[config.mk]
export PLATFORM = sky130hd
export DESIGN_NAME = char_lcd_nibble_bus_controller
export DESIGN_NICKNAME = d
export VERILOG_FILES = /design/src/lcdnb_pkg.sv /design/src/char_lcd_nibble_bus_controller.sv /design/src/lcdnb_ctrl.sv /design/src/lcdnb_dp.sv
export SDC_FILE = /design/constraint.sdc
export NUM_CORES = 1
export LEC_CHECK = 0
export BUFFER_PORTS_ARGS = -buffer_cell sky130_fd_sc_hd__buf_2
export CORE_UTILIZATION = 48
export CTS_CLUSTER_SIZE = 30
export DETAILED_ROUTE_END_ITERATION = 10
export PLACE_DENSITY = 0.66
export SYNTH_ARGS = -nofsm -noshare
export SYNTH_HDL_FRONTEND = slang
export SYNTH_HIERARCHICAL = 1
export SYNTH_SLANG_ARGS = --single-unit
[constraint.sdc]
create_clock -name clk -period 6.8 [get_ports clk]
set_clock_uncertainty 0.05 [all_clocks]
set_input_delay 0.34 -clock clk [delete_from_list [all_inputs] [get_ports clk]]
set_output_delay 0.34 -clock clk [all_outputs]
set_load 0.01 [all_outputs]
[src/lcdnb_pkg.sv]
`default_nettype none
package lcdnb_pkg;

	localparam int unsigned TICK_REG_W = 16;
	localparam int unsigned LINE_LEN_W = 6;
	localparam int unsigned ADDR_W     = 7;

	localparam logic [1:0] CFG_PULSE  = 2'd0;
	localparam logic [1:0] CFG_SETTLE = 2'd1;
	localparam logic [1:0] CFG_GAP    = 2'd2;
	localparam logic [1:0] CFG_LINE   = 2'd3;

	localparam logic [TICK_REG_W-1:0] PULSE_RESET  = 16'd50;
	localparam logic [TICK_REG_W-1:0] SETTLE_RESET = 16'd500;
	localparam logic [TICK_REG_W-1:0] GAP_RESET    = 16'd50000;
	localparam logic [LINE_LEN_W-1:0] LINE_RESET   = 6'd16;

	localparam logic [1:0] MODE_TICK  = 2'd0;
	localparam logic [1:0] MODE_INSTR = 2'd1;
	localparam logic [1:0] MODE_CHAR  = 2'd2;
	localparam logic [1:0] MODE_INIT  = 2'd3;

	localparam logic [7:0] WRAP_TO_LINE2 = 8'hC0;
	localparam logic [7:0] WRAP_TO_LINE1 = 8'h80;
	localparam logic [3:0] WAKE_NIBBLE   = 4'h3;
	localparam logic [3:0] MODE4_NIBBLE  = 4'h2;

	localparam logic [3:0] INIT_LAST_WAKE  = 4'd3;
	localparam logic [3:0] INIT_FIRST_INSTR = 4'd5;
	localparam logic [3:0] INIT_LAST_STEP  = 4'd10;
	localparam logic [3:0] INIT_START      = 4'd1;
	localparam logic [3:0] INIT_NONE       = 4'd0;

	typedef enum logic [13:0] {
		PH_IDLE    = 14'b00000000000001,
		PH_RD_HI_H = 14'b00000000000010,
		PH_RD_HI_L = 14'b00000000000100,
		PH_RD_LO_H = 14'b00000000001000,
		PH_RD_LO_L = 14'b00000000010000,
		PH_BSETTLE = 14'b00000000100000,
		PH_WR_HI_H = 14'b00000001000000,
		PH_WR_HI_L = 14'b00000010000000,
		PH_WR_LO_H = 14'b00000100000000,
		PH_WR_LO_L = 14'b00001000000000,
		PH_ISETTLE = 14'b00010000000000,
		PH_IN_H    = 14'b00100000000000,
		PH_IN_L    = 14'b01000000000000,
		PH_IN_GAP  = 14'b10000000000000
	} phase_t;

	typedef enum logic [1:0] {
		DUR_PULSE,
		DUR_SETTLE,
		DUR_GAP
	} dur_sel_t;

	typedef enum logic [2:0] {
		NIB_ZERO,
		NIB_HIGH,
		NIB_LOW,
		NIB_WAKE,
		NIB_MODE4
	} nib_sel_t;

	typedef struct packed {
		logic       cnt_clr;
		logic       cnt_inc;
		logic       load_cmd;
		logic       load_init;
		logic [2:0] init_sel;
		logic       sample_hi;
		logic       sample_lo;
		logic       latch_addr;
		logic       set_wrap;
		logic       wrap_active;
		dur_sel_t   dur_sel;
		logic       pin_e;
		logic       pin_rs;
		logic       pin_rw;
		logic       drive;
		logic       rdy;
		nib_sel_t   nib_sel;
	} lcdnb_cmd_t;

	typedef struct packed {
		logic tick_done;
		logic busy_bit;
		logic addr_end1;
		logic addr_end2;
	} lcdnb_stat_t;

	function automatic logic [7:0] init_instr(input logic [2:0] idx);
		logic [7:0] r;
		case (idx)
			3'd0:    r = 8'h28;
			3'd1:    r = 8'h08;
			3'd2:    r = 8'h06;
			3'd3:    r = 8'h17;
			3'd4:    r = 8'h01;
			3'd5:    r = 8'h02;
			3'd6:    r = 8'h0F;
			default: r = 8'h28;
		endcase
		return r;
	endfunction

endpackage
`default_nettype wire

[src/char_lcd_nibble_bus_controller.sv]
// each accepted tick gives one result, registered and shown the cycle after the transfer
// one tick per clock while results are taken; the result register frees as it is read
// pulse, settle and gap lengths count ticks, not clocks
// asynchronous reset: idle, timing registers at their defaults, result register empty
`default_nettype none
module char_lcd_nibble_bus_controller #(
	parameter int unsigned DELAY_WIDTH = 16
) (
	input  wire logic        clk,
	input  wire logic        arst_n,
	input  wire logic        in_valid,
	output logic             in_ready,
	input  wire logic [1:0]  mode,
	input  wire logic [7:0]  cmd_byte,
	input  wire logic [3:0]  bus_nibble_in,
	output logic             out_valid,
	input  wire logic        out_ready,
	output logic             pin_e,
	output logic             pin_rs,
	output logic             pin_rw,
	output logic [3:0]       data_out,
	output logic             data_drive,
	output logic             ready_res,
	output logic [6:0]       cursor_address,
	input  wire logic        cfg_wr_en,
	input  wire logic [1:0]  cfg_index,
	input  wire logic [15:0] cfg_data
);

	lcdnb_pkg::lcdnb_cmd_t  cmd;
	lcdnb_pkg::lcdnb_stat_t stat;
	logic                   step;

	assign in_ready = !out_valid || out_ready;
	assign step     = in_valid && in_ready;

	lcdnb_ctrl u_ctrl (
		.clk    (clk),
		.arst_n (arst_n),
		.step   (step),
		.mode   (mode),
		.stat   (stat),
		.cmd    (cmd)
	);

	lcdnb_dp #(
		.DELAY_WIDTH (DELAY_WIDTH)
	) u_dp (
		.clk            (clk),
		.arst_n         (arst_n),
		.step           (step),
		.out_ready      (out_ready),
		.cmd_byte       (cmd_byte),
		.bus_nibble_in  (bus_nibble_in),
		.cfg_wr_en      (cfg_wr_en),
		.cfg_index      (cfg_index),
		.cfg_data       (cfg_data),
		.cmd            (cmd),
		.stat           (stat),
		.out_valid      (out_valid),
		.pin_e          (pin_e),
		.pin_rs         (pin_rs),
		.pin_rw         (pin_rw),
		.data_out       (data_out),
		.data_drive     (data_drive),
		.ready_res      (ready_res),
		.cursor_address (cursor_address)
	);

endmodule
`default_nettype wire

[src/lcdnb_ctrl.sv]
`default_nettype none
module lcdnb_ctrl (
	input  wire logic                clk,
	input  wire logic                arst_n,
	input  wire logic                step,
	input  wire logic [1:0]          mode,
	input  wire lcdnb_pkg::lcdnb_stat_t stat,
	output lcdnb_pkg::lcdnb_cmd_t    cmd
);

	lcdnb_pkg::phase_t phase_q, phase_d;
	logic [3:0] init_q, init_d;
	logic       wrap_q, wrap_d;
	logic       char_q, char_d;
	logic       wr_char;
	logic [3:0] init_off;

	assign wr_char  = char_q && !wrap_q;
	assign init_off = init_q - 4'd4;

	always_ff @(posedge clk or negedge arst_n) begin
		if (!arst_n) begin
			phase_q <= lcdnb_pkg::PH_IDLE;
			init_q  <= lcdnb_pkg::INIT_NONE;
			wrap_q  <= 1'b0;
			char_q  <= 1'b0;
		end else begin
			phase_q <= phase_d;
			init_q  <= init_d;
			wrap_q  <= wrap_d;
			char_q  <= char_d;
		end
	end

	// pin levels for the current tick, and the next phase on each accepted tick
	always_comb begin
		cmd             = '0;
		cmd.dur_sel     = lcdnb_pkg::DUR_PULSE;
		cmd.nib_sel     = lcdnb_pkg::NIB_ZERO;
		cmd.wrap_active = wrap_q;
		case (phase_q)
			lcdnb_pkg::PH_IDLE: cmd.rdy = 1'b1;
			lcdnb_pkg::PH_RD_HI_H, lcdnb_pkg::PH_RD_LO_H: begin
				cmd.pin_e  = 1'b1;
				cmd.pin_rw = 1'b1;
			end
			lcdnb_pkg::PH_RD_HI_L, lcdnb_pkg::PH_RD_LO_L: cmd.pin_rw = 1'b1;
			lcdnb_pkg::PH_BSETTLE: begin
				cmd.pin_rw  = 1'b1;
				cmd.dur_sel = lcdnb_pkg::DUR_SETTLE;
			end
			lcdnb_pkg::PH_WR_HI_H, lcdnb_pkg::PH_WR_HI_L,
			lcdnb_pkg::PH_WR_LO_H, lcdnb_pkg::PH_WR_LO_L: begin
				cmd.pin_e   = (phase_q == lcdnb_pkg::PH_WR_HI_H) ||
				              (phase_q == lcdnb_pkg::PH_WR_LO_H);
				cmd.pin_rs  = wr_char;
				cmd.drive   = 1'b1;
				cmd.nib_sel = ((phase_q == lcdnb_pkg::PH_WR_HI_H) ||
				               (phase_q == lcdnb_pkg::PH_WR_HI_L)) ?
				              lcdnb_pkg::NIB_HIGH : lcdnb_pkg::NIB_LOW;
			end
			lcdnb_pkg::PH_ISETTLE: cmd.dur_sel = lcdnb_pkg::DUR_SETTLE;
			lcdnb_pkg::PH_IN_H, lcdnb_pkg::PH_IN_L: begin
				cmd.pin_e   = (phase_q == lcdnb_pkg::PH_IN_H);
				cmd.drive   = 1'b1;
				cmd.nib_sel = (init_q <= lcdnb_pkg::INIT_LAST_WAKE) ?
				              lcdnb_pkg::NIB_WAKE : lcdnb_pkg::NIB_MODE4;
			end
			lcdnb_pkg::PH_IN_GAP: cmd.dur_sel = lcdnb_pkg::DUR_GAP;
			default: cmd.rdy = 1'b1;
		endcase

		phase_d = phase_q;
		init_d  = init_q;
		wrap_d  = wrap_q;
		char_d  = char_q;

		if (step) begin
			if (phase_q == lcdnb_pkg::PH_IDLE) begin
				if (mode == lcdnb_pkg::MODE_INSTR || mode == lcdnb_pkg::MODE_CHAR) begin
					char_d       = (mode == lcdnb_pkg::MODE_CHAR);
					wrap_d       = 1'b0;
					init_d       = lcdnb_pkg::INIT_NONE;
					cmd.load_cmd = 1'b1;
					cmd.cnt_clr  = 1'b1;
					phase_d      = lcdnb_pkg::PH_RD_HI_H;
				end else if (mode == lcdnb_pkg::MODE_INIT) begin
					char_d      = 1'b0;
					wrap_d      = 1'b0;
					init_d      = lcdnb_pkg::INIT_START;
					cmd.cnt_clr = 1'b1;
					phase_d     = lcdnb_pkg::PH_IN_H;
				end
			end else if (!stat.tick_done) begin
				cmd.cnt_inc = 1'b1;
			end else begin
				cmd.cnt_clr = 1'b1;
				case (phase_q)
					lcdnb_pkg::PH_RD_HI_H: begin
						cmd.sample_hi = 1'b1;
						phase_d       = lcdnb_pkg::PH_RD_HI_L;
					end
					lcdnb_pkg::PH_RD_HI_L: phase_d = lcdnb_pkg::PH_RD_LO_H;
					lcdnb_pkg::PH_RD_LO_H: begin
						cmd.sample_lo = 1'b1;
						phase_d       = lcdnb_pkg::PH_RD_LO_L;
					end
					lcdnb_pkg::PH_RD_LO_L: begin
						if (stat.busy_bit) begin
							phase_d = lcdnb_pkg::PH_RD_HI_H;
						end else begin
							cmd.latch_addr = 1'b1;
							phase_d        = lcdnb_pkg::PH_BSETTLE;
						end
					end
					lcdnb_pkg::PH_BSETTLE: begin
						// cursor at a line end: move it before the character
						if (wr_char && (stat.addr_end1 || stat.addr_end2)) begin
							cmd.set_wrap = 1'b1;
							wrap_d       = 1'b1;
							phase_d      = lcdnb_pkg::PH_RD_HI_H;
						end else begin
							phase_d = lcdnb_pkg::PH_WR_HI_H;
						end
					end
					lcdnb_pkg::PH_WR_HI_H: phase_d = lcdnb_pkg::PH_WR_HI_L;
					lcdnb_pkg::PH_WR_HI_L: phase_d = lcdnb_pkg::PH_WR_LO_H;
					lcdnb_pkg::PH_WR_LO_H: phase_d = lcdnb_pkg::PH_WR_LO_L;
					lcdnb_pkg::PH_WR_LO_L:
						phase_d = wr_char ? lcdnb_pkg::PH_IDLE : lcdnb_pkg::PH_ISETTLE;
					lcdnb_pkg::PH_ISETTLE: begin
						if (wrap_q) begin
							wrap_d  = 1'b0;
							phase_d = lcdnb_pkg::PH_WR_HI_H;
						end else if (init_q inside {[lcdnb_pkg::INIT_FIRST_INSTR :
						                              lcdnb_pkg::INIT_LAST_STEP]}) begin
							init_d        = init_q + 4'd1;
							cmd.load_init = 1'b1;
							cmd.init_sel  = init_off[2:0];
							phase_d       = lcdnb_pkg::PH_RD_HI_H;
						end else begin
							init_d  = lcdnb_pkg::INIT_NONE;
							phase_d = lcdnb_pkg::PH_IDLE;
						end
					end
					lcdnb_pkg::PH_IN_H: phase_d = lcdnb_pkg::PH_IN_L;
					lcdnb_pkg::PH_IN_L: begin
						if (init_q <= lcdnb_pkg::INIT_LAST_WAKE) begin
							phase_d = lcdnb_pkg::PH_IN_GAP;
						end else begin
							init_d        = lcdnb_pkg::INIT_FIRST_INSTR;
							char_d        = 1'b0;
							cmd.load_init = 1'b1;
							cmd.init_sel  = 3'd0;
							phase_d       = lcdnb_pkg::PH_RD_HI_H;
						end
					end
					lcdnb_pkg::PH_IN_GAP: begin
						init_d  = init_q + 4'd1;
						phase_d = lcdnb_pkg::PH_IN_H;
					end
					default: phase_d = lcdnb_pkg::PH_IDLE;
				endcase
			end
		end
	end

endmodule
`default_nettype wire

[src/lcdnb_dp.sv]
`default_nettype none
module lcdnb_dp #(
	parameter int unsigned DELAY_WIDTH = 16
) (
	input  wire logic                clk,
	input  wire logic                arst_n,
	input  wire logic                step,
	input  wire logic                out_ready,
	input  wire logic [7:0]          cmd_byte,
	input  wire logic [3:0]          bus_nibble_in,
	input  wire logic                cfg_wr_en,
	input  wire logic [1:0]          cfg_index,
	input  wire logic [15:0]         cfg_data,
	input  wire lcdnb_pkg::lcdnb_cmd_t cmd,
	output lcdnb_pkg::lcdnb_stat_t   stat,
	output logic                     out_valid,
	output logic                     pin_e,
	output logic                     pin_rs,
	output logic                     pin_rw,
	output logic [3:0]               data_out,
	output logic                     data_drive,
	output logic                     ready_res,
	output logic [6:0]               cursor_address
);

	localparam int unsigned RW = lcdnb_pkg::TICK_REG_W;

	logic [RW-1:0]          pulse_q, settle_q, gap_q;
	logic [5:0]             line_q;
	logic [DELAY_WIDTH-1:0] tick_q;
	logic [7:0]             status_q, pending_q, wrap_cmd_q;
	logic [6:0]             addr_q;
	logic                   valid_q;
	logic                   e_q, rs_q, rw_q, drive_q, rdy_q;
	logic [3:0]             dout_q;

	logic [RW-1:0]          dur_raw, raw_m1;
	logic [DELAY_WIDTH-1:0] dur_m1;
	logic [7:0]             send_byte;
	logic [3:0]             nib;

	always_ff @(posedge clk or negedge arst_n) begin
		if (!arst_n) begin
			pulse_q  <= lcdnb_pkg::PULSE_RESET;
			settle_q <= lcdnb_pkg::SETTLE_RESET;
			gap_q    <= lcdnb_pkg::GAP_RESET;
			line_q   <= lcdnb_pkg::LINE_RESET;
		end else if (cfg_wr_en) begin
			case (cfg_index)
				lcdnb_pkg::CFG_PULSE:  pulse_q  <= cfg_data;
				lcdnb_pkg::CFG_SETTLE: settle_q <= cfg_data;
				lcdnb_pkg::CFG_GAP:    gap_q    <= cfg_data;
				lcdnb_pkg::CFG_LINE:   line_q   <= cfg_data[5:0];
				default: ;
			endcase
		end
	end

	always_comb begin
		case (cmd.dur_sel)
			lcdnb_pkg::DUR_SETTLE: dur_raw = settle_q;
			lcdnb_pkg::DUR_GAP:    dur_raw = gap_q;
			default:               dur_raw = pulse_q;
		endcase
	end

	// zero counts as one tick
	assign raw_m1 = (dur_raw == '0) ? '0 : dur_raw - RW'(1);

	generate
		if (DELAY_WIDTH > RW) begin : g_wide
			assign dur_m1 = {{(DELAY_WIDTH-RW){1'b0}}, raw_m1};
		end else if (DELAY_WIDTH == RW) begin : g_same
			assign dur_m1 = raw_m1;
		end else begin : g_narrow
			// clip long durations to the counter range
			assign dur_m1 = (|raw_m1[RW-1:DELAY_WIDTH]) ? '1 : raw_m1[DELAY_WIDTH-1:0];
		end
	endgenerate

	assign stat.tick_done = (tick_q == dur_m1);
	assign stat.busy_bit  = status_q[7];
	assign stat.addr_end1 = (addr_q == {1'b0, line_q});
	assign stat.addr_end2 = (addr_q == {1'b1, line_q});

	assign send_byte = cmd.wrap_active ? wrap_cmd_q : pending_q;

	always_comb begin
		case (cmd.nib_sel)
			lcdnb_pkg::NIB_HIGH:  nib = send_byte[7:4];
			lcdnb_pkg::NIB_LOW:   nib = send_byte[3:0];
			lcdnb_pkg::NIB_WAKE:  nib = lcdnb_pkg::WAKE_NIBBLE;
			lcdnb_pkg::NIB_MODE4: nib = lcdnb_pkg::MODE4_NIBBLE;
			default:              nib = 4'h0;
		endcase
	end

	always_ff @(posedge clk or negedge arst_n) begin
		if (!arst_n) begin
			tick_q     <= '0;
			status_q   <= '0;
			pending_q  <= '0;
			wrap_cmd_q <= '0;
			addr_q     <= '0;
		end else if (step) begin
			if (cmd.cnt_clr) begin
				tick_q <= '0;
			end else if (cmd.cnt_inc) begin
				tick_q <= tick_q + DELAY_WIDTH'(1);
			end
			if (cmd.sample_hi) begin
				status_q[7:4] <= bus_nibble_in;
			end
			if (cmd.sample_lo) begin
				status_q[3:0] <= bus_nibble_in;
			end
			if (cmd.latch_addr) begin
				addr_q <= status_q[6:0];
			end
			if (cmd.load_cmd) begin
				pending_q <= cmd_byte;
			end else if (cmd.load_init) begin
				pending_q <= lcdnb_pkg::init_instr(cmd.init_sel);
			end
			if (cmd.set_wrap) begin
				wrap_cmd_q <= stat.addr_end1 ? lcdnb_pkg::WRAP_TO_LINE2 :
				                               lcdnb_pkg::WRAP_TO_LINE1;
			end
		end
	end

	// result register, refilled on every transfer in
	always_ff @(posedge clk or negedge arst_n) begin
		if (!arst_n) begin
			valid_q <= 1'b0;
		end else if (step) begin
			valid_q <= 1'b1;
		end else if (out_ready) begin
			valid_q <= 1'b0;
		end
	end

	always_ff @(posedge clk) begin
		if (step) begin
			e_q     <= cmd.pin_e;
			rs_q    <= cmd.pin_rs;
			rw_q    <= cmd.pin_rw;
			drive_q <= cmd.drive;
			rdy_q   <= cmd.rdy;
			dout_q  <= nib;
		end
	end

	// address is read before the step updates it
	logic [6:0] addr_out_q;
	always_ff @(posedge clk) begin
		if (step) begin
			addr_out_q <= addr_q;
		end
	end

	assign out_valid      = valid_q;
	assign pin_e          = e_q;
	assign pin_rs         = rs_q;
	assign pin_rw         = rw_q;
	assign data_out       = dout_q;
	assign data_drive     = drive_q;
	assign ready_res      = rdy_q;
	assign cursor_address = addr_out_q;

endmodule
`default_nettype wire
==> results.txt, run 1 <==
* Status: completed
- The number of antenna violations at the first check in global routing is 0.
* Detailed-route wire length per cell: 17.8 µm
- STA classifies the critical path endpoint as a flip-flop.
- Summing every instance area after synthesis gives approximately 0.0076 mm².
* Number of vias per cell: slightly below 6
- Half-perimeter wire length after placement: 12500 µm
* Instance count on the critical path: 24
- Entering global routing, the biggest net connects 79 pins.
- All-Layer GR Usage: ~23%
- Worst voltage drop across the vdd grid: approximately 0.26 mV
- DR vias: between 5000 and 6000
* Number of placed I/O pins: 55
- Antenna viol nets, final: 0
* First-pass detailed-route iteration total: 5
* Slack of the worst reg-to-reg path: 450 ps
- Synthesis warning total: 6
- Crit path largest cell delay: ~670 ps
- The netlist uses 79 different library cells.
* Synthesis-stage register bit count: 132
- Synthesized area divided by synthesized cell count: 10.6 µm²
* Power per Cell Area: 259 mW/mm²
- After floorplanning, the core was sized to cover 0.0153 mm².
- Starting density of the core: between 40% and 50%
* Share of cells above drive strength 1: 29.3%
- Max-cap violations in this run came to 0.
- Net switching power of the design: ~640 µW
- STA classifies the critical path startpoint as a flip-flop.
* Post-route core utilization: 56.5%
* Clock tree root buffer cell: sky130_fd_sc_hd__clkbuf_16
* Number of rows created at floorplan: 45
- The min-delay analysis places its worst path in the category input pin to flip-flop.
* Net count after synthesis: ~760
- Setup CP Type: flip-flop to flip-flop
* Number of instances in the synthesized netlist: a little over 700
- Counting flops with a built-in enable in the synthesized netlist gives 16.
- Die Height: around 130 µm
- Sum of buffers and inverters on the critical path: 1
* Internal power: 1600 µW
- The first global-routing pass estimated 29800 µm of wire.
- The max-slew violation total from the final report came to 0.
* Filler instances: roughly 1300
- TritonCTS built the clock tree.
- Clk sink count: between 100 and 150
- List of cells traversed by the critical path: or4_4 -> nor3_2 -> nand3_1 -> nand2_1 -> inv_1 -> ha_1 -> a221oi_2 -> or2_2 -> ha_1 -> o211ai_1 -> nor4_2 -> a2111oi_0 -> a211o_1 -> a32o_1 -> a221oi_1 -> o2111a_1 -> and2_1 -> a41oi_1 -> a21oi_2 -> o21a_1 -> and4_1 -> nand3_1 -> or3_1 -> a21oi_1
- Final critical path time including I/O delays and setup: roughly 6300 ps
- Tracing the worst setup path back leads to its startpoint at u_ctrl/phase_q[3].
- Data arrival time of the critical path: 6630 ps
- Leftover overflow at the end of global routing: 0
- Quantity of I/O buffers inserted on ports: 54
* Hold path startpoint: bus_nibble_in[1]
- Number of diodes added for antenna fixing: 0
- Top Family by Delay on Critical Path: simple AND/OR/NAND/NOR gates
- For this run, the leading register cell type out of synthesis is sky130_fd_sc_hd__dfrtp_1.
- DR iter-0 viols: between 300 and 400
* Clock share of power: 39.8%
- After routing, the total negative slack on setup checks comes to 0 ps.
- After synthesis, the cell types taking the most area are sky130_fd_sc_hd__dfrtp_1, sky130_fd_sc_hd__mux2_2, sky130_fd_sc_hd__edfxtp_1, sky130_fd_sc_hd__dfstp_2, sky130_fd_sc_hd__nand2_1.
- Once layout is done, the placed cells without fillers occupy just under 0.009 mm².
- STA puts the critical path data required time at 7090 ps.
- Final worst hold slack: 118 ps
- CP max-delay cell: sky130_fd_sc_hd__or4_4
- Post-place instance area: 0.00801 mm²
- The most critical setup path has its endpoint at u_dp/tick_q[12].
* CTS Buf Count: 17
- Portion of total power attributed to combinational logic: 16.9%
* Reg-to-Reg End: u_dp/tick_q[12]
- Final number of setup-violating endpoints: 0
- Clock tree buffer depth: 2
- Sequential cells were found to cover approximately 45% of the synthesized design area.
* Skew-Pair Late Insertion Delay: 420 ps
- Highest Clock Rate: between 150 and 200 MHz
- Summing all flip-flop and latch instances after layout gives 0.00340 mm².
- Most used standard cell by instance count after synthesis: sky130_fd_sc_hd__dfrtp_1
* Max-Slew Margin vs Limit: 36.0%
- Summed over all instances, the cell type with the most area after synthesis is sky130_fd_sc_hd__dfrtp_1.
* DRT Wirelength: between 15000 and 20000 µm
- The number of global-route vias before repair is between 5000 and 6000.
- At the pin with the least slew margin, the transition time is 961 ps.
- Sequential power share: 43.3%
- Routability Congestion: 0.881
- Of the available clock period, the critical path in the final layout requires 93.4%.
- The floorplan step defined a die boundary enclosing 0.0164 mm².
* Chip Width: 128 µm
- In this run the critical register-to-register path is launched from u_ctrl/phase_q[3].
* NumNets Final: 814
* Number of levels the H-tree was split into: 4
- After clock tree synthesis, the clock-pin slew on the worst setup and hold paths is approximately 60 ps.
- The commonest cells after synthesis are sky130_fd_sc_hd__dfrtp_1, sky130_fd_sc_hd__mux2_2, sky130_fd_sc_hd__nand2_1, sky130_fd_sc_hd__nor2_1, sky130_fd_sc_hd__o21ai_0.
- Sw frac: 28.6%
- The count of final hold-check violations is 0.
- Area overhead of the layout relative to synthesis: 13.7%
* Leakage dissipation: 0.00377 µW
- Peak fanout along the critical path: 10
* Combined area of the multi-input logic cells: 0.00395 mm²
- Total DRC errors in the routed layout: 0
* Register-to-Register Path Depth: 24
* Proportion of register bits with asynchronous set or reset after synthesis: 87.9%
- The share of synthesized area in the top cell type comes to between 30% and 40%.
==> state kept, by name (all words and copies together), names as in the netlist, 2 cells and up <==
signal,count
u_dp/status_q,8
u_dp/addr_q,7
u_dp/gap_q,16
u_dp/pulse_q,16
u_dp/cursor_address,7
u_ctrl/phase_q,14
u_dp/settle_q,16
u_dp/line_q,6
u_dp/tick_q,16
u_ctrl/init_q,4
u_dp/pending_q,8
u_dp/wrap_cmd_q,2
u_dp/data_out,4
==> worst min path at each step <==
stage                                     to  slack (ps)  cells after the start
final                       u_dp/status_q[1]         120                      2
after global routing        u_dp/status_q[7]         100                      2
after CTS                   u_dp/status_q[5]         100                      2
after detailed placement  u_ctrl/phase_q[10]         310                      1
after floorplan                u_ctrl/char_q          -6                      0
after global placement     u_ctrl/phase_q[7]         290                      1
==> kinds of logic after synthesis <==
family / after synthesis / share of synthesized area [%]
and+or+nand+nor: 259 / 19.1
AOI/OAI and AO/OA: 147 / 14.5
DFF: 132 / 44.8
muxes: 76 / 11.2
buffers and inverters: 52 / 3.77
xor gates and xnor gates: 39 / 4.87
adders and majority gates: 11 / 1.81
==> repair_timing <==
action                                  in CTS  in global routing
hold buffers                                 1                  0
hold endpoints to repair                    37                  0
buffers inserted                             0                  4
gates resized for setup                      0                  7
endpoints found under the setup margin       0                 16
==> final cells by class <==
cell class                      count  share of cell area (%)
Clock inverter                     15                    1.69
Clock buffer                       17                    4.92
Sequential cell                   132                    39.4
Multi-Input combinational cell    532                    45.7
Inverter                           13                   0.564
Timing Repair Buffer               70                    4.72
Tap cell                          211                    3.05
==> routing by layer <==
metal	track usage, %	up-vias	wire length, µm
met5	0	-	0
met4	7.96	0	220
met3	4.76	21	724
met2	38.4	146	8710
met1	30.2	2904	7940
li1	-	2754	-
==> cell usage in the layout (no fill, tap or decap), types with 7 or more instances in the layout <==
master / instances
sky130_fd_sc_hd__inv_1: 13
sky130_fd_sc_hd__mux2_2: 72
sky130_fd_sc_hd__nor2_1: 49
sky130_fd_sc_hd__nand3_1: 14
sky130_fd_sc_hd__nand4_1: 11
sky130_fd_sc_hd__edfxtp_1: 16
sky130_fd_sc_hd__or2_2: 9
sky130_fd_sc_hd__xnor2_1: 13
sky130_fd_sc_hd__a221oi_2: 10
sky130_fd_sc_hd__nand2_1: 57
sky130_fd_sc_hd__and3_1: 7
sky130_fd_sc_hd__nor2b_1: 21
sky130_fd_sc_hd__nor3_1: 10
sky130_fd_sc_hd__o31ai_1: 7
sky130_fd_sc_hd__dfrtp_1: 99
sky130_fd_sc_hd__nand2b_1: 9
sky130_fd_sc_hd__nor4_1: 9
sky130_fd_sc_hd__buf_4: 15
sky130_fd_sc_hd__ha_1: 11
sky130_fd_sc_hd__dfstp_2: 17
sky130_fd_sc_hd__xor2_1: 24
sky130_fd_sc_hd__clkbuf_16: 17
sky130_fd_sc_hd__buf_2: 53
sky130_fd_sc_hd__and2_1: 7
sky130_fd_sc_hd__a21oi_1: 15
sky130_fd_sc_hd__nor4b_1: 8
sky130_fd_sc_hd__o21ai_0: 34
==> power by group through the flow <==
stage	Clock, µW	Sequential (µW)	Combinational [µW]
2_1_floorplan	0	958	273
3_3_place_gp	0	977	359
4_1_cts	908	969	374
3_5_place_dp	0	981	371
6_report	891	969	379
5_1_grt	946	980	419
==> worst register-to-register path, stage by stage (launching register included) <==
cell and delay (ps):
sky130_fd_sc_hd__dfrtp_1 480, sky130_fd_sc_hd__or4_4 670, sky130_fd_sc_hd__nor3_2 170, sky130_fd_sc_hd__nand3_1 120, sky130_fd_sc_hd__nand2_1 120, sky130_fd_sc_hd__inv_1 60
sky130_fd_sc_hd__ha_1 380, sky130_fd_sc_hd__a221oi_2 260, sky130_fd_sc_hd__or2_2 180, sky130_fd_sc_hd__ha_1 200, sky130_fd_sc_hd__o211ai_1 230, sky130_fd_sc_hd__nor4_2 380
sky130_fd_sc_hd__a2111oi_0 160, sky130_fd_sc_hd__a211o_1 320, sky130_fd_sc_hd__a32o_1 220, sky130_fd_sc_hd__a221oi_1 210, sky130_fd_sc_hd__o2111a_1 300, sky130_fd_sc_hd__and2_1 160
sky130_fd_sc_hd__a41oi_1 70, sky130_fd_sc_hd__a21oi_2 250, sky130_fd_sc_hd__o21a_1 210, sky130_fd_sc_hd__and4_1 260, sky130_fd_sc_hd__nand3_1 260, sky130_fd_sc_hd__or3_1 390
sky130_fd_sc_hd__a21oi_1 150
==> through the flow <==
stage	instances	power (µW)	worst slack [ps]
finish	990	2240	450
global route	990	2350	-6.81
global placement	953	1340	449
floorplan	716	1230	626
detailed placement	953	1350	242
CTS	986	2250	201
(Power assumes the default switching activity.)
==> run 2: changes to the inputs <==
--- a/config.mk
+++ b/config.mk
@@ -5,11 +5,12 @@
 export SDC_FILE = /design/constraint.sdc
 export NUM_CORES = 1
 export LEC_CHECK = 0
+export ABC_AREA = 1
 export BUFFER_PORTS_ARGS = -buffer_cell sky130_fd_sc_hd__buf_2
 export CORE_UTILIZATION = 48
 export CTS_CLUSTER_SIZE = 30
 export DETAILED_ROUTE_END_ITERATION = 10
-export PLACE_DENSITY = 0.66
+export PLACE_DENSITY_LB_ADDON = 0.12
 export SYNTH_ARGS = -nofsm -noshare
 export SYNTH_HDL_FRONTEND = slang
 export SYNTH_HIERARCHICAL = 1
==> run 2 against run 1 <==
Total power down 2.5%. Global-route usage about the same. Critical path type unchanged. Sequential power down 3.5%. Core utilization down 0.46 points. Synthesized cell count up 41%. Fmax up 7.7%. Area after synthesis down 0.64%. Hold slack worse by 32 ps. Critical path depth up 11. Final cell count up 29%. Largest power group unchanged. Worst setup slack better by 450 ps.
==> results.txt, run 2 <==
- The flow ran to the end, and the final reports show no timing, DRC or antenna violations.
- The total I/O pin count came to 55 (unchanged).
- Unrepaired setup endpoints after global routing: false
- Most used standard cell by instance count after synthesis: sky130_fd_sc_hd__nand2_1
- Total length of routed met2 wires: 7410 µm (-15%)
- The sequential cell area fraction in the yosys report was 45.0% (+0.29 points).
- The required time of the worst setup path was 7100 ps (about the same).
- The placeable core region was 0.0153 mm² (-0.37%).
* Power per Cell Area: 255 mW/mm² (-1.4%)
- The average footprint of a synthesized cell came to 7.50 µm² (-29%).
* Data arrival time of the critical path: 6200 ps (-430 ps)
* Number of enable flip-flop cells after synthesis: 16 (unchanged)
- The detailed-route wire length came to 17400 µm (-1.3%).
- By startpoint and endpoint, the worst setup path is classified as flip-flop to flip-flop.
- The count of final hold-check violations came to 0 (unchanged).
- Total DRC errors in the routed layout: 0 (unchanged)
* Top cell types by occurrence after synthesis: sky130_fd_sc_hd__nand2_1, sky130_fd_sc_hd__inv_1, sky130_fd_sc_hd__dfrtp_1, sky130_fd_sc_hd__o21ai_0, sky130_fd_sc_hd__nor2_1
- The number of buffers inserted by post-CTS setup repair came to 0 (unchanged).
* Post-synth cell types: 46 (-42%)
- The sum of negative setup slack is 0 ps (unchanged).
* Number of vias per cell: 5.06 (-14%)
- The number of failing setup endpoints in the final timing report is 0 (unchanged).
- Area of the mapped netlist: 0.00756 mm² (-0.64%)
- Number of levels the H-tree was split into: 4 (unchanged)
- The effective utilization at floorplan came to 49.5% (-0.14 points).
- Number of instances in the synthesized netlist: 1008 (+41%)
- Clock slew at reported path FFs: 60 ps (about the same)
- The average routed wire per standard cell was 13.6 µm (-24%).
- Max-Slew Margin vs Limit: 24.8% (-11 points)
* Peak fanout along the critical path: 37 (+27)
- The worst setup path is launched from a flip-flop.
* Final worst hold slack: 85.9 ps (-32.3 ps)
- The max-slew violation total from the final report was 0 (unchanged).
- Sum of buffers and inverters on the critical path: 4 (+3)
- The highest metal layer carrying signal wires in the routed design is met4.
- Global-route wire length before repair: 29400 µm (-1.5%)
* Maximum number of pins on one net before global-route repair: 71 (-10%)
* Antenna violations before repair: 0 (unchanged)
* Routability Congestion: 0.877 (-0.45%)
- The overall track demand over capacity in global routing came to 23.1% (-0.043 points).
- Clock tree buffer depth: 2 (unchanged)
- The number of filler cells placed in the layout came to 1453 (+8.4%).
- The fraction of synthesis flops using an asynchronous set or reset pin came to 87.9% (unchanged).
- Top Family by Delay on Critical Path: simple AND/OR/NAND/NOR gates
- The height of the die was 127 µm (-0.32%).
- Highest Clock Rate: 170 MHz (+7.7%)
- Worst voltage drop across the vdd grid: 0.201 mV (-22%)
- Largest area contributor in the netlist: sky130_fd_sc_hd__dfrtp_1
* Net count after synthesis: 1056 (+38%)
- Instance count on the critical path: 35 (+46%)
- The fraction of post-synthesis cell area in the top cell type by area is 32.8% (+0.21 points).
- Metal3 WL: 671 µm (-7.3%)
- The sum of routed wire segments on met1 is 9140 µm (+15%).
- The longest individual stage delay on the worst path was 500 ps (-170 ps).
* First-pass detailed-route iteration total: 6 (+1)
* Critical Path End Type: flip-flop
- CTS Buf Count: 17 (unchanged)
* Number of rows created at floorplan: 45 (unchanged)
- The slew at the pin closest to its max-slew limit came to 1130 ps (+165 ps).
* Synthesis warning total: 6 (unchanged)
* Maximum capacitance violations: 0 (unchanged)
* DR iter-0 viols: 470 (+27%)
* NumNets Final: 1105 (+36%)
- The via count came to 6476 (+11%).
- Antenna viol nets, final: 0 (unchanged)
* Die footprint: 0.0163 mm² (-0.63%)
- The largest individual stage delay along the critical path comes from the cell sky130_fd_sc_hd__ha_1.
- Depth of the worst hold-timing path: 2 (unchanged)
- The leakage power of the design came to 0.00427 µW (+13%).
* Quantity of I/O buffers inserted on ports: 54 (unchanged)
* Most common library cell in the layout ignoring fill and taps: sky130_fd_sc_hd__nand2_1
- Most used cells in the layout excluding fill and tap cells: sky130_fd_sc_hd__nand2_1, sky130_fd_sc_hd__inv_1, sky130_fd_sc_hd__dfrtp_1
- Register-to-Register Path Depth: 35 (+46%)
- Predominant post-synthesis flop cell: sky130_fd_sc_hd__dfrtp_1
- Synthesis-stage register bit count: 132 (unchanged)
- The fraction of final layout cells with drive strength greater than 1 is 14.5% (-15 points).
- The final critical delay including setup and external delays is 5900 ps (-452 ps).
- The cell that appears most often on the critical path is sky130_fd_sc_hd__nand2_1.
* Class of the tightest hold or removal check: input pin to flip-flop
- Clock tree root buffer cell: sky130_fd_sc_hd__clkbuf_16
- Via count of the first global-routing pass: 5811 (-2.5%)
- Chip Width: 127 µm (-0.32%)
- Yosys attributes the largest share of cell area to sky130_fd_sc_hd__dfrtp_1, sky130_fd_sc_hd__nand2_1, sky130_fd_sc_hd__edfxtp_1, sky130_fd_sc_hd__o21ai_0, sky130_fd_sc_hd__dfstp_2.
- The area growth from synthesis to layout is 13.1%.
- Half-perimeter wire length after placement: 12200 µm (-1.7%)
* Clock tree from TritonCTS: yes
- Leftover overflow at the end of global routing: 0 (unchanged)
- Skew-Pair Late Insertion Delay: 420 ps (about the same)
- The final antenna diode count is 0 (unchanged).
* Clk sink count: 132 (unchanged)
* Final Cycle Share: 86.7% (-6.6 points)
-- run 2: changes by cell type in the layout (fill, tap and decap cells not counted), moves of 9 or more --
cell and delta:
sky130_fd_sc_hd__nor2b_1 -21, sky130_fd_sc_hd__inv_1 +100, sky130_fd_sc_hd__a221oi_2 -10, sky130_fd_sc_hd__nand2b_1 -9, sky130_fd_sc_hd__xor2_1 -16, sky130_fd_sc_hd__nand2_2 +14, sky130_fd_sc_hd__nor2_1 +41, sky130_fd_sc_hd__o21ai_1 +12
sky130_fd_sc_hd__mux2_2 -64, sky130_fd_sc_hd__buf_4 -12, sky130_fd_sc_hd__o21ai_0 +61, sky130_fd_sc_hd__nand3_1 +61, sky130_fd_sc_hd__nand2_1 +259
-- run 2: per-stage QoR --
| stage | setup WS (ps) | area, µm² | cells | util, % | power (µW) |
|---|---|---|---|---|---|
| 2_1_floorplan | 1810 | 7560 | 1008 | - | 1170 |
| 3_3_place_gp | 1070 | 7940 | 1248 | 52.0 | 1270 |
| 3_5_place_dp | 882 | 7940 | 1248 | 52.0 | 1270 |
| 4_1_cts | 856 | 8550 | 1281 | 56.0 | 2200 |
| 5_1_grt | 92.3 | 8550 | 1281 | 56.0 | 2300 |
| 6_report | 902 | 8550 | 1281 | 56.0 | 2180 |
-- run 2: final cells by class --
class / instances / area (µm²) / share of cell area, %
clock buffer: 18 / 450 / 5.27
clock inverter: 14 / 148 / 1.73
inverter: 117 / 443 / 5.18
multi-input combinational: 732 / 3540 / 41.4
sequential: 132 / 3400 / 39.8
tap: 211 / 264 / 3.09
timing repair buffer: 57 / 298 / 3.48
-- run 2: kinds of logic after synthesis --
kind of cell / count (synthesis) / synth area share [%]
AOI/OAI and AO/OA: 139 / 9.65
adders and majority gates: 11 / 1.82
DFF: 132 / 45.0
muxes: 8 / 1.19
buffers and inverters: 144 / 8.21
and+or+nand+nor: 559 / 32.3
xor gates and xnor gates: 15 / 1.74
-- run 2: power by group --
part / switching (µW) / total, µW / internal, µW
Combinational: 204 / 322 / 117
Clock: 363 / 926 / 564
Sequential: 50.1 / 935 / 884
Total: 617 / 2180 / 1570
-- run 2: worst paths after layout --
check	startpoint	end	slack [ps]
setup / recovery	u_ctrl/phase_q[3]	u_dp/tick_q[14]	900
setup reg to reg	u_ctrl/phase_q[3]	u_dp/tick_q[14]	900
min in group asynchronous	arst_n	u_dp/tick_q[11]	410
max in group asynchronous	arst_n	u_dp/gap_q[1]	4940
hold / removal	out_ready	u_dp/out_valid	90
hold reg to reg	u_dp/wrap_cmd_q[7]	u_dp/wrap_cmd_q[7]	430
-- run 2: routing by layer --
layer | global-route usage (%) | vias to the layer above
met5 | 0 | -
met1 | 35.7 | 2995
met2 | 32.7 | 134
li1 | - | 3335
met4 | 5.53 | 0
met3 | 4.90 | 12
-- run 2: what timing repair did --
action | in CTS | in global routing
hold endpoints to repair | 35 | 0
hold buffers | 1 | 0
resized for setup | 0 | 0
